==> config.mk <==
export PLATFORM = sky130hd
export DESIGN_NAME = bus_frame_receiver_crc8_unit
export DESIGN_NICKNAME = d
export VERILOG_FILES = /design/src/hdl/bfrc8_pkg.sv /design/src/hdl/bfrc8_front.sv /design/src/hdl/bfrc8_queue.sv /design/src/hdl/bfrc8_back.sv /design/src/hdl/bus_frame_receiver_crc8_unit.sv
export VERILOG_INCLUDE_DIRS = /design/src /design/src/hdl
export SDC_FILE = /design/constraint.sdc
export NUM_CORES = 1
export LEC_CHECK = 0
export CAP_MARGIN = 10
export CORE_MARGIN = 3
export CORE_UTILIZATION = 40
export DETAILED_ROUTE_END_ITERATION = 6
export DONT_BUFFER_PORTS = 1
export GPL_TIMING_DRIVEN = 1
export PLACE_DENSITY = 0.63
export SETUP_SLACK_MARGIN = 0.5
export SLEW_MARGIN = 20
export SYNTH_ARGS = -nofsm -noshare
export SYNTH_HDL_FRONTEND = slang
export SYNTH_SLANG_ARGS = --single-unit
==> constraint.sdc <==
create_clock -name clk -period 3.67 [get_ports clk]
set_input_delay 0.5505 -clock clk [delete_from_list [all_inputs] [get_ports clk]]
set_output_delay 0.5505 -clock clk [all_outputs]
set_load 0.05 [all_outputs]
==> src/hdl/assert_macros.svh <==
// Assertion macros used by the receiver top level.
`ifndef ASSERT_MACROS_SVH
`define ASSERT_MACROS_SVH

// Same-cycle implication, checked on every rising edge outside reset.
`define ASSERT_IMPLIES(label, clk_sig, rst_sig, ante, cons) \
  label: assert property (@(posedge clk_sig) disable iff (rst_sig) (ante) |-> (cons)) \
    else $error("same-cycle implication failed");

// Next-cycle implication, checked on every rising edge outside reset.
`define ASSERT_NEXT(label, clk_sig, rst_sig, ante, cons) \
  label: assert property (@(posedge clk_sig) disable iff (rst_sig) (ante) |=> (cons)) \
    else $error("next-cycle implication failed");

`endif

==> src/hdl/bfrc8_pkg.sv <==
// Shared types, constants and CRC helpers for the frame receiver.
package bfrc8_pkg;

  localparam logic [7:0] OWN_ADDRESS_RESET = 8'h02;
  localparam logic [7:0] HEADER_BYTE_RESET = 8'hFE;
  localparam logic [7:0] CRC_POLY          = 8'h31;
  localparam logic [7:0] CMD_UPDATE        = 8'h18;
  localparam logic [7:0] CMD_PLAIN_FIRST   = 8'h01;
  localparam logic [7:0] CMD_PLAIN_LAST    = 8'h09;
  localparam logic [7:0] INDEX_BYTE_FOUR   = 8'd4;
  localparam logic [7:0] INDEX_BYTE_FIVE   = 8'd5;
  localparam logic [7:0] INDEX_DEST        = 8'd1;
  localparam logic [7:0] INDEX_SOURCE      = 8'd2;
  localparam logic [7:0] INDEX_COMMAND     = 8'd3;

  // Register select: bit 2 of the byte address.
  localparam logic REG_OWN_ADDRESS = 1'b0;
  localparam logic REG_HEADER_BYTE = 1'b1;

  localparam int CMD_W = 5;

  // One finished frame, handed from the parser to the result stage.
  typedef struct packed {
    logic [7:0] check_byte;
    logic [7:0] dest;
    logic [7:0] source;
    logic [7:0] command;
    logic [7:0] crc;
    logic [7:0] byte_four;
    logic [7:0] byte_five;
  } frame_rec_t;

  // CRC-8, poly 0x31, MSB first, one byte folded in.
  function automatic logic [7:0] crc8_update(input logic [7:0] crc, input logic [7:0] b);
    logic [7:0] x;
    x = crc ^ b;
    for (int k = 0; k < 8; k++) begin
      if (x[7]) begin
        x = {x[6:0], 1'b0} ^ CRC_POLY;
      end else begin
        x = {x[6:0], 1'b0};
      end
    end
    return x;
  endfunction

  function automatic logic [CMD_W-1:0] decode_command(input logic [7:0] c);
    if ((c >= CMD_PLAIN_FIRST && c <= CMD_PLAIN_LAST) || c == CMD_UPDATE) begin
      return c[CMD_W-1:0];
    end
    return '0;
  endfunction

endpackage

==> src/hdl/bfrc8_front.sv <==
// Byte parser: hunts for the header, tracks frame fields and the running CRC.
module bfrc8_front (
  input  logic                  clk,
  input  logic                  rst,
  input  logic                  byte_valid,
  output logic                  byte_ready,
  input  logic [7:0]            rx_byte,
  input  logic [7:0]            header_byte,
  input  logic                  queue_full,
  output logic                  rec_push,
  output bfrc8_pkg::frame_rec_t rec
);

  localparam logic [2:0] PH_HUNT    = 3'd0;
  localparam logic [2:0] PH_LENGTH  = 3'd1;
  localparam logic [2:0] PH_DEST    = 3'd2;
  localparam logic [2:0] PH_SOURCE  = 3'd3;
  localparam logic [2:0] PH_COMMAND = 3'd4;
  localparam logic [2:0] PH_DATA    = 3'd5;

  logic [2:0] phase, phase_next;
  logic [7:0] frame_length, frame_length_next;
  logic [7:0] byte_index, byte_index_next;
  logic [7:0] crc_accum, crc_accum_next;
  logic [7:0] dest_seen, dest_seen_next;
  logic [7:0] source_seen, source_seen_next;
  logic [7:0] command_seen, command_seen_next;
  logic [7:0] byte_four, byte_four_next;
  logic [7:0] byte_five, byte_five_next;
  logic [7:0] index_inc;
  logic       accept;
  logic       frame_end;

  assign byte_ready = !queue_full;
  assign accept     = byte_valid && byte_ready;
  assign index_inc  = byte_index + 8'd1;

  always_comb begin
    phase_next        = phase;
    frame_length_next = frame_length;
    byte_index_next   = byte_index;
    crc_accum_next    = crc_accum;
    dest_seen_next    = dest_seen;
    source_seen_next  = source_seen;
    command_seen_next = command_seen;
    byte_four_next    = byte_four;
    byte_five_next    = byte_five;
    frame_end         = 1'b0;
    case (phase)
      PH_HUNT: begin
        if (rx_byte == header_byte) begin
          phase_next = PH_LENGTH;
        end
      end
      PH_LENGTH: begin
        frame_length_next = rx_byte;
        byte_index_next   = 8'd0;
        crc_accum_next    = (rx_byte != 8'd0) ? bfrc8_pkg::crc8_update(8'd0, rx_byte) : 8'd0;
        phase_next        = PH_DEST;
      end
      PH_DEST: begin
        byte_index_next = bfrc8_pkg::INDEX_DEST;
        dest_seen_next  = rx_byte;
        if (bfrc8_pkg::INDEX_DEST < frame_length) begin
          crc_accum_next = bfrc8_pkg::crc8_update(crc_accum, rx_byte);
        end
        phase_next = PH_SOURCE;
      end
      PH_SOURCE: begin
        byte_index_next  = bfrc8_pkg::INDEX_SOURCE;
        source_seen_next = rx_byte;
        if (bfrc8_pkg::INDEX_SOURCE < frame_length) begin
          crc_accum_next = bfrc8_pkg::crc8_update(crc_accum, rx_byte);
        end
        phase_next = PH_COMMAND;
      end
      PH_COMMAND: begin
        byte_index_next   = bfrc8_pkg::INDEX_COMMAND;
        command_seen_next = rx_byte;
        if (bfrc8_pkg::INDEX_COMMAND < frame_length) begin
          crc_accum_next = bfrc8_pkg::crc8_update(crc_accum, rx_byte);
        end
        phase_next = PH_DATA;
      end
      PH_DATA: begin
        byte_index_next = index_inc;
        if (index_inc == bfrc8_pkg::INDEX_BYTE_FOUR) begin
          byte_four_next = rx_byte;
        end else if (index_inc == bfrc8_pkg::INDEX_BYTE_FIVE) begin
          byte_five_next = rx_byte;
        end
        if (index_inc < frame_length) begin
          crc_accum_next = bfrc8_pkg::crc8_update(crc_accum, rx_byte);
        end else begin
          // check byte: close the frame
          frame_end  = 1'b1;
          phase_next = PH_HUNT;
        end
      end
      default: begin
        phase_next = PH_HUNT;
      end
    endcase
  end

  assign rec_push       = accept && frame_end;
  assign rec.check_byte = rx_byte;
  assign rec.dest       = dest_seen;
  assign rec.source     = source_seen;
  assign rec.command    = command_seen;
  assign rec.crc        = crc_accum;
  assign rec.byte_four  = byte_four_next;
  assign rec.byte_five  = byte_five_next;

  always_ff @(posedge clk) begin
    if (rst) begin
      phase        <= PH_HUNT;
      frame_length <= 8'd0;
      byte_index   <= 8'd0;
      crc_accum    <= 8'd0;
      dest_seen    <= 8'd0;
      source_seen  <= 8'd0;
      command_seen <= 8'd0;
      byte_four    <= 8'd0;
      byte_five    <= 8'd0;
    end else if (accept) begin
      phase        <= phase_next;
      frame_length <= frame_length_next;
      byte_index   <= byte_index_next;
      crc_accum    <= crc_accum_next;
      dest_seen    <= dest_seen_next;
      source_seen  <= source_seen_next;
      command_seen <= command_seen_next;
      byte_four    <= byte_four_next;
      byte_five    <= byte_five_next;
    end
  end

endmodule

==> src/hdl/bfrc8_queue.sv <==
// Short queue of finished frame records between the parser and the result stage.
module bfrc8_queue #(
  parameter int DEPTH = 4
) (
  input  logic                  clk,
  input  logic                  rst,
  input  logic                  push,
  input  bfrc8_pkg::frame_rec_t push_rec,
  output logic                  full,
  input  logic                  pop,
  output logic                  not_empty,
  output bfrc8_pkg::frame_rec_t head_rec
);

  localparam int PTR_W = (DEPTH > 1) ? $clog2(DEPTH) : 1;
  localparam int CNT_W = $clog2(DEPTH + 1);

  bfrc8_pkg::frame_rec_t entries [DEPTH];
  logic [PTR_W-1:0] wr_ptr;
  logic [PTR_W-1:0] rd_ptr;
  logic [CNT_W-1:0] count;

  assign full      = (count == CNT_W'(DEPTH));
  assign not_empty = (count != '0);
  assign head_rec  = entries[rd_ptr];

  always_ff @(posedge clk) begin
    if (push) begin
      entries[wr_ptr] <= push_rec;
    end
  end

  always_ff @(posedge clk) begin
    if (rst) begin
      wr_ptr <= '0;
      rd_ptr <= '0;
      count  <= '0;
    end else begin
      if (push) begin
        wr_ptr <= (wr_ptr == PTR_W'(DEPTH - 1)) ? '0 : wr_ptr + PTR_W'(1);
      end
      if (pop) begin
        rd_ptr <= (rd_ptr == PTR_W'(DEPTH - 1)) ? '0 : rd_ptr + PTR_W'(1);
      end
      if (push && !pop) begin
        count <= count + CNT_W'(1);
      end else if (pop && !push) begin
        count <= count - CNT_W'(1);
      end
    end
  end

endmodule

==> src/hdl/bfrc8_back.sv <==
// Result stage: judges each frame, updates the held sequence and status, registers the beat.
module bfrc8_back (
  input  logic                        clk,
  input  logic                        rst,
  input  logic                        rec_valid,
  input  bfrc8_pkg::frame_rec_t       rec,
  output logic                        rec_pop,
  input  logic [7:0]                  own_address,
  output logic                        out_valid,
  input  logic                        out_ready,
  output logic                        frame_good,
  output logic [bfrc8_pkg::CMD_W-1:0] command_code,
  output logic [7:0]                  source_address,
  output logic [7:0]                  dest_address,
  output logic [7:0]                  update_sequence,
  output logic [7:0]                  update_status,
  output logic [7:0]                  crc_computed
);

  logic                        good;
  logic [bfrc8_pkg::CMD_W-1:0] cmd;
  logic                        do_update;
  logic [7:0]                  held_sequence, held_sequence_next;
  logic [7:0]                  held_status, held_status_next;

  assign rec_pop   = rec_valid && (!out_valid || out_ready);
  assign good      = (rec.dest == own_address) && (rec.check_byte == rec.crc);
  assign cmd       = good ? bfrc8_pkg::decode_command(rec.command) : '0;
  assign do_update = good && (rec.command == bfrc8_pkg::CMD_UPDATE);

  assign held_sequence_next = do_update ? rec.byte_four : held_sequence;
  assign held_status_next   = do_update ? rec.byte_five : held_status;

  always_ff @(posedge clk) begin
    if (rst) begin
      out_valid     <= 1'b0;
      held_sequence <= 8'd0;
      held_status   <= 8'd0;
    end else begin
      if (rec_pop) begin
        out_valid     <= 1'b1;
        held_sequence <= held_sequence_next;
        held_status   <= held_status_next;
      end else if (out_ready) begin
        out_valid <= 1'b0;
      end
    end
  end

  always_ff @(posedge clk) begin
    if (rec_pop) begin
      frame_good      <= good;
      command_code    <= cmd;
      source_address  <= rec.source;
      dest_address    <= rec.dest;
      update_sequence <= held_sequence_next;
      update_status   <= held_status_next;
      crc_computed    <= rec.crc;
    end
  end

endmodule

==> src/hdl/bus_frame_receiver_crc8_unit.sv <==
// Top level of the length-prefixed bus frame receiver with CRC-8 check.
// Bus bytes enter one per beat on the slave stream. The parser hunts for the
// header byte, then takes length, destination, source and command, then data;
// the byte at index max(length, 4) is the check byte and closes the frame.
// The CRC-8 (poly 0x31, init 0) covers indices 0 to length-1. Each closed frame
// yields one result beat: the good flag on tuser, and on tdata the decoded
// command (1-9 or 0x18 on a good frame, else 0), source and destination, the
// held update sequence and status (loaded from frame bytes four and five by a
// good 0x18 frame) and the computed CRC. A byte is taken every cycle: the
// parser folds one byte into the CRC per cycle, and a queue of QUEUE_DEPTH
// frame records parts it from the output register, so the input stalls only
// when that queue is full because the master side is holding results back.
// When nothing is waiting, a check byte's record is registered in the queue, then in the output register.
// Configuration sits on the APB port: own address at 0x0, header byte at 0x4;
// write them only while no frame is in progress and no result is pending.
module bus_frame_receiver_crc8_unit #(
  parameter int QUEUE_DEPTH = 4
) (
  input  logic        clk,
  input  logic        rst,
  // slave stream: rx_byte [7:0]
  input  logic        s_tvalid,
  output logic        s_tready,
  input  logic [7:0]  s_tdata,
  // master stream
  output logic        m_tvalid,
  input  logic        m_tready,
  // command_code [4:0], source_address [12:5], dest_address [20:13],
  // update_sequence [28:21], update_status [36:29], crc_computed [44:37], zero [47:45]
  output logic [47:0] m_tdata,
  // frame_good [0]
  output logic        m_tuser,
  // configuration
  input  logic        psel,
  input  logic        penable,
  input  logic        pwrite,
  input  logic [2:0]  paddr,
  input  logic [31:0] pwdata,
  output logic [31:0] prdata,
  output logic        pready
);

`include "assert_macros.svh"

  logic [7:0] own_address;
  logic [7:0] header_byte;
  logic       cfg_write;

  bfrc8_pkg::frame_rec_t push_rec;
  bfrc8_pkg::frame_rec_t head_rec;
  logic                  rec_push;
  logic                  rec_pop;
  logic                  queue_full;
  logic                  queue_not_empty;

  logic [bfrc8_pkg::CMD_W-1:0] command_code;
  logic [7:0] source_address;
  logic [7:0] dest_address;
  logic [7:0] update_sequence;
  logic [7:0] update_status;
  logic [7:0] crc_computed;

  // Configuration registers; bit 2 of the address picks the register.
  assign pready    = 1'b1;
  assign cfg_write = psel && penable && pwrite && pready;

  always_ff @(posedge clk) begin
    if (rst) begin
      own_address <= bfrc8_pkg::OWN_ADDRESS_RESET;
      header_byte <= bfrc8_pkg::HEADER_BYTE_RESET;
    end else if (cfg_write) begin
      case (paddr[2])
        bfrc8_pkg::REG_OWN_ADDRESS: own_address <= pwdata[7:0];
        bfrc8_pkg::REG_HEADER_BYTE: header_byte <= pwdata[7:0];
        default: ;
      endcase
    end
  end

  always_comb begin
    case (paddr[2])
      bfrc8_pkg::REG_OWN_ADDRESS: prdata = {24'd0, own_address};
      bfrc8_pkg::REG_HEADER_BYTE: prdata = {24'd0, header_byte};
      default:                    prdata = 32'd0;
    endcase
  end

  // Front: parse bytes, push one record per closed frame.
  bfrc8_front u_front (
    .clk         (clk),
    .rst         (rst),
    .byte_valid  (s_tvalid),
    .byte_ready  (s_tready),
    .rx_byte     (s_tdata),
    .header_byte (header_byte),
    .queue_full  (queue_full),
    .rec_push    (rec_push),
    .rec         (push_rec)
  );

  // Hold finished frames while the output side stalls.
  bfrc8_queue #(
    .DEPTH (QUEUE_DEPTH)
  ) u_queue (
    .clk       (clk),
    .rst       (rst),
    .push      (rec_push),
    .push_rec  (push_rec),
    .full      (queue_full),
    .pop       (rec_pop),
    .not_empty (queue_not_empty),
    .head_rec  (head_rec)
  );

  // Back: judge the frame and register the result beat.
  bfrc8_back u_back (
    .clk             (clk),
    .rst             (rst),
    .rec_valid       (queue_not_empty),
    .rec             (head_rec),
    .rec_pop         (rec_pop),
    .own_address     (own_address),
    .out_valid       (m_tvalid),
    .out_ready       (m_tready),
    .frame_good      (m_tuser),
    .command_code    (command_code),
    .source_address  (source_address),
    .dest_address    (dest_address),
    .update_sequence (update_sequence),
    .update_status   (update_status),
    .crc_computed    (crc_computed)
  );

  assign m_tdata = {3'd0, crc_computed, update_status, update_sequence,
                    dest_address, source_address, command_code};

  // A good frame was addressed to this node.
  `ASSERT_IMPLIES(good_frame_addr_a, clk, rst, m_tvalid && m_tuser, dest_address == own_address)
  // Bad frames never carry a command.
  `ASSERT_IMPLIES(bad_frame_cmd_a, clk, rst, m_tvalid && !m_tuser, command_code == '0)
  // A record taken from the queue is shown on the master side next cycle.
  `ASSERT_NEXT(pop_to_out_a, clk, rst, rec_pop, m_tvalid)
  // The parser never pushes into a full queue.
  `ASSERT_IMPLIES(no_push_when_full_a, clk, rst, queue_full, !rec_push)

endmodule
* Word level (Yosys, flattened, before mapping)
Memories as Yosys holds them, arrays and structs flattened. A register that Yosys moved wholly into a read port is not among the register bits.
Cells that the tools add are included.
Widths: inputs -> output; s select.
** Storage, ports and cells
- Bits of input ports :: 50
- Logic and storage cells :: 259
- ROM bits :: 0
- Bits in registers :: 153
- Output and inout bits :: 84
- Bits in writable memories :: 224
- Memories kept :: 1
- Latch bits :: 0
** Memories
- u_queue.entries :: words 4, bits a word 56, read ports 1, clocked after memory_dff 1, write ports 1, RTL line bfrc8_queue.sv:18 : bfrc8_pkg::frame_rec_t entries [DEPTH];
** Operators by class
- Div/mod/pow operators :: 0
- Eq/ne operators :: 20
- Order comparisons :: 6
- Multiply operators :: 0
- Multiplexer cells :: 132
- Shifts and indexed selects :: 0
- Reductions and logical operators :: 32
- Add/subtract/negate cells :: 5
- Bitwise gates (word level) :: 39
** Operators by type and width (number)
- $mux 8 :: 75
- $mux 6 :: 37
- $not 3->3 :: 37
- $pmux 8 s5 :: 2
- $pmux 32 s2 :: 1
- $eq 8x8->1 :: 3
- $pmux 3 s6 :: 1
- $eq 8x3->1 const B :: 2
- $lt 2x8->1 const A :: 2
- $reduce_and 2->1 :: 8
- $mux 3 :: 4
- $logic_and 1x1->1 :: 10
- $ne 2x1->1 const B :: 5
- $eq 3x3->1 const B :: 3
- $add 8x1->8 const B :: 1
- $eq 8x5->1 const B :: 1
- $ge 8x1->1 const B :: 1
- $le 8x4->1 const B :: 1
- $lt 1x8->1 const A :: 1
- $lt 8x8->1 :: 1
- $mux 2 :: 4
- $reduce_bool 8->1 :: 1
- $xor 8x8->8 :: 1
- $mux 1 :: 7
- 17 further kinds :: 25

* Depth between registers and ports, before layout
- Word-level depth :: 33
- Mapped depth :: 15
- Mapped depth without buffers :: 15

* Hierarchy
From an unflattened synthesis, not the netlist that was laid out.
** Second synthesis, totals
- Cells, all modules :: 1070
- Area total of the unflattened synthesis :: 16328.2 um2
** By module, submodules not included
- bfrc8_queue :: sequential area each 6906.6 um2, times used 1, area an instance 8557.0 um2, cells an instance 336
- bfrc8_front :: sequential area each 1341.3 um2, times used 1, area an instance 4097.7 um2, cells an instance 452
- bfrc8_back :: sequential area each 1721.7 um2, times used 1, area an instance 2670.1 um2, cells an instance 174
- bus_frame_receiver_crc8_unit :: sequential area each 320.3 um2, times used 1, area an instance 1003.5 um2, cells an instance 108

* Worst setup path before layout
No wires, ideal clock.
- Kind :: flip-flop to flip-flop
- From :: reg u_front.byte_index[0]
- To :: mem u_queue.entries[1][0] (netlist bit) (enable)
- Path slack :: -0.117 ns
- Buffers on the path :: 0
- Clock period less this slack :: 3.787 ns
- Setup time :: 0.420 ns
- Cell stages (with the launch flop) :: 10
- Data required time :: 3.250 ns
- Data arrival time :: 3.367 ns
- Cells stage by stage :: dfxtp_1 ha_1 nand3_1 nor2_1 xor2_1 ha_1 and4_1 o21ai_0 a21oi_1 and2_1
** On the way
- Longest elaborated chain between the ends :: 7
** Ends and longest elaborated chain
- start: declaration :: RTL line bfrc8_front.sv:23 : logic [7:0] byte_index, byte_index_next;
- start signal: assignment :: RTL line bfrc8_front.sv:129 : byte_index <= byte_index_next;
- $add 8x1->8 :: RTL line bfrc8_front.sv:36 : assign index_inc = byte_index + 8'd1;
- $lt 8x8->1 :: RTL line bfrc8_front.sv:92 : if (index_inc < frame_length) begin
- $mux 1 :: RTL line bfrc8_front.sv:92
- $mux 1 :: RTL line bfrc8_front.sv:49 : case (phase)
- $logic_and 1x1->1 :: RTL line bfrc8_front.sv:106 : assign rec_push = accept && frame_end;
- named net rec_push :: RTL line bus_frame_receiver_crc8_unit.sv:51 : logic rec_push;
- $mux 1 :: RTL line bfrc8_queue.sv:28 : if (push) begin
- $mux 1 (implied by the code) :: RTL line bfrc8_queue.sv:29 : entries[wr_ptr] <= push_rec;
- end: declaration :: RTL line bfrc8_queue.sv:18
The timed path passes the listed nets, and every way through them passes these cells.

* Final worst setup path
- From :: reg u_front.byte_index[0]
- To :: reg u_queue.count[2]
** On the way
- Longest elaborated chain between the ends :: 8
- Elaborated cells on any way between the ends :: 10
- Classes of those cells :: 1 x add/sub; 1 x order compare; 3 x mux; 5 x reduce/logical
** Ends and longest elaborated chain
- $add 8x1->8 * :: RTL line bfrc8_front.sv:36
- $lt 8x8->1 * :: RTL line bfrc8_front.sv:92
- $mux 1 * :: RTL line bfrc8_front.sv:92
- $mux 1 * :: RTL line bfrc8_front.sv:49
- $logic_and 1x1->1 * :: RTL line bfrc8_front.sv:106
- named net rec_push :: RTL line bus_frame_receiver_crc8_unit.sv:51
- $logic_not 1->1 :: RTL line bfrc8_queue.sv:47 : end else if (pop && !push) begin
- $logic_and 1x1->1 :: RTL line bfrc8_queue.sv:47
- $reduce_bool 2->1 (no source line)
- end signal: assignment :: RTL line bfrc8_queue.sv:46 : count <= count + CNT_W'(1);
- end signal: assignment :: RTL line bfrc8_queue.sv:48 : count <= count - CNT_W'(1);
- end: declaration :: RTL line bfrc8_queue.sv:21 : logic [CNT_W-1:0] count;
Mark *: on every way through the listed nets, which the timed path passes. The rest lies on a longest branch.
A chain may end at the register's enable or synchronous reset.

==> impl_metrics.json <==
{
  "status": "complete, no violations",
  "fp.dieW_um": 202,
  "synthTopCellsByArea": "edfxtp_1 (53%), dfxtp_1 (14%), mux4_2 (7.6%)",
  "die_h_um": 202,
  "power_leakage_uw": 0.00622,
  "grt_pass1_vias": 8243,
  "crit_path_max_fanout": 5,
  "powerDensity_nw_per_um2": 662,
  "startpoint_type": "flop",
  "synth_xor_area_frac": 0.0366,
  "nets": 1120,
  "numCtsBuffers": 40,
  "hpwlAfterDp_um": 18600,
  "areaGrowthSynthToFinish_pct": 14.2,
  "cts_buffer_depth": 3,
  "tns_ns": 0,
  "multi_input_area_um2": 4880,
  "final-seq-area_um2": 10300,
  "startpoint": "u_front.byte_index[0]",
  "min_from": "rst",
  "start_util": 0.408,
  "clk_pin_slew_ns": 0.06,
  "synthCells": 1012,
  "clk_latency_ns": 0.54,
  "final_area_um2": 17600,
  "synth_top_family_by_area": "multiplexers",
  "cp_cell_sequence": "nand2_4, nor3_4, xnor2_2, inv_1, ha_4, and4_1, o21ai_2, a21oi_2, ha_2, inv_1, fa_1, xor2_1, or3_1, a21oi_2",
  "clock_tree.root_cell": "clkbuf_16",
  "synth_edf_count": 270,
  "n_antenna_cell": 0,
  "finalWorstSetupSlack_ns": 0.565,
  "grt.total_usage": 0.154,
  "syn-cell-area_um2": 15400,
  "port_buffers": 0,
  "cts_tree": "done",
  "yosys.area.top_type": "edfxtp_1",
  "die_area_um2": 41000,
  "final_core_util": 0.466,
  "grt_overflow_total": 0,
  "netlist-cell-type-count": 53,
  "layout_min_cycle_time_ns": 3.10,
  "wl_per_cell_um": 20.1,
  "synth.area.mux_share": 0.154,
  "max_clock_freq_mhz": 322,
  "dpl_cell_area_um2": 16000,
  "seq_area_frac_synth": 0.667,
  "wirelength_um": 32100,
  "fin_worst_skew_ns": 0.0178,
  "whs_ns": 0.0933,
  "fin_crit_sh": 0.846,
  "required_ns": 4.13,
  "ioPinCount": 134,
  "gp_congestion": 0.799,
  "post_drt_via_cell_ratio": 5.11,
  "drive_above_1_share": 0.213,
  "ant_nets": 0,
  "grt_pass1_wl_um": 49000,
  "synthArstFlopShare": 0,
  "critPathArrivalTime_ns": 3.56,
  "maxSlewViolCount": 0,
  "hold_class": "in2reg",
  "rsz0062_at_grt": "false",
  "cp_slowest_cell": "fa_1",
  "drt-pass1-iter-count": 4,
  "max-cap-violations": 0,
  "worst_pin_slew_ns": 0.744,
  "clock_sinks": 379,
  "drc": 0,
  "synth_top_area_share": 0.525,
  "synth-simple-area-share": 0.0679,
  "synthAdderAreaFrac": 0.0143,
  "worst_setup_path_end_kind": "flop",
  "fp-row-count": 71,
  "syn_area_per_cell_um2": 15.3,
  "synthFlopType": "edfxtp_1",
  "core-area_um2": 37800,
  "first_iter_violations": 528,
  "slowest_delay_ns": 0.43,
  "fill_cells": 3251,
  "via_count": 8143,
  "dpl_worst_slack_ns": 0.0718,
  "peakVddDrop_mv": 0.289,
  "antenna_found_initial": 0,
  "ys_ff_latch": 379,
  "grt_max_degree": 108,
  "crit_buf_inv": 2,
  "slew_headroom": 0.502,
  "ctsHtreeMaxLevel": 2,
  "r2r_start": "u_front.byte_index[0]",
  "critical_path.top_delay_family": "adder cells",
  "hold_viol_final": 0,
  "final-setup-viol-count": 0,
  "synth_compound_area_frac": 0.0273,
  "path_class": "reg2reg",
  "ys_warn_count": 0
}
-- timing repair --
action,in CTS,in global routing
gates resized for setup,13,26
pin swaps,5,9
setup endpoints to repair,65,23
buffers inserted,8,11
hold buffers,0,0
-- registers in the layout, indices dropped and copies added, names as in the netlist, 3 cells and up, named ones only --
signal,flops
header_byte,8
own_address,8
u_back.command_code,5
u_back.crc_computed,8
u_back.dest_address,8
u_back.held_sequence,8
u_back.held_status,8
u_back.source_address,8
u_back.update_sequence,8
u_back.update_status,8
u_front.byte_five,8
u_front.byte_four,8
u_front.byte_index,8
u_front.command_seen,8
u_front.crc_accum,8
u_front.dest_seen,8
u_front.frame_length,8
u_front.phase,3
u_front.source_seen,8
u_queue.count,3
u_queue.entries,224
-- kinds of logic (layout without fill, tap and decap cells) --
family | count (synthesis) | in the layout
AND/OR/NAND/NOR | 223 | 223
AO/OA/AOI/OAI | 68 | 68
buffers and inverters | 96 | 142
multiplexers | 164 | 164
flip-flops | 379 | 379
adder cells (fa/ha/maj) | 17 | 17
XOR/XNOR | 63 | 63
other | 2 | 28
-- final cells by class --
cell class                 instances  share of cell area
sequential                       379               0.585
multi-input combinational        563               0.277
clock buffer                      56              0.0625
tap                              511              0.0363
timing repair buffer              49              0.0262
clock inverter                    17             0.00852
inverter                          20             0.00426
-- power breakdown --
group / switching (µW) / internal, µW / total (µW)
Combinational: 967 / 727 / 1690
Clock: 1610 / 2250 / 3860
Sequential: 1110 / 5010 / 6110
-- metal layers --
layer  track usage  wire [µm]  part of all wire  vias to the layer above
met5             0          0                 0                        -
met4        0.0478        762             0.024                        0
met3        0.0304       1550             0.048                       53
met2         0.252      15300              0.48                      166
met1         0.209      14500              0.45                     4137
li1              -          -                 -                     3787
-- metrics by stage --
stage | instances | power, µW
floorplan | 1038 | 7410
global placement | 1503 | 7810
detailed placement | 1503 | 7820
CTS | 1584 | 11700
global route | 1595 | 12100
finish | 1595 | 11700
-- synth_stat cells (2+ instances only) --
library cell and n:
a22oi_1 4, nand3b_1 10, xnor2_1 50, buf_1 6, buf_2 2, nand3_1 5, dfxtp_1 109, ha_1 16
a21oi_1 28, a211oi_1 2, a2bb2oi_1 2, nor3_1 11, a31oi_1 2, mux4_2 52, mux2_2 28, nor2b_1 5
edfxtp_1 270, xor2_1 12, buf_4 29, mux2i_1 75, and2_1 8, nor2_1 99, a221oi_1 5, o21a_1 2
nor4b_1 2, nand2b_1 3, o21ai_0 13, nand2_1 55, nor4_1 6, buf_6 5, inv_1 20, or2_2 2
clkbuf_1 34, mux2_4 9, nand4_1 9, a21o_1 4, conb_1 2
-- cell usage in the layout, fill, tap and decap left out, types with 28 or more instances in the layout --
master,netlist,final
clkbuf_16,0,41
conb_1,2,28
mux2_2,28,28
xnor2_1,50,47
edfxtp_1,270,270
nor2_1,99,97
mux4_2,52,52
dfxtp_1,109,100
nand2_1,55,54
buf_4,29,40
mux2i_1,75,75
-- final timing paths --
| check | end | slack, ns | cells after the start |
|---|---|---|---|
| worst min register to register | flop | 0.47 | 2 |
| worst max register to register | u_queue.count[2] | 0.57 | 14 |
| worst min-delay path | u_front.source_seen[6] | 0.09 | 1 |
| worst max-delay path | u_queue.count[2] | 0.57 | 14 |
Power figures use the tool's default switching activity.
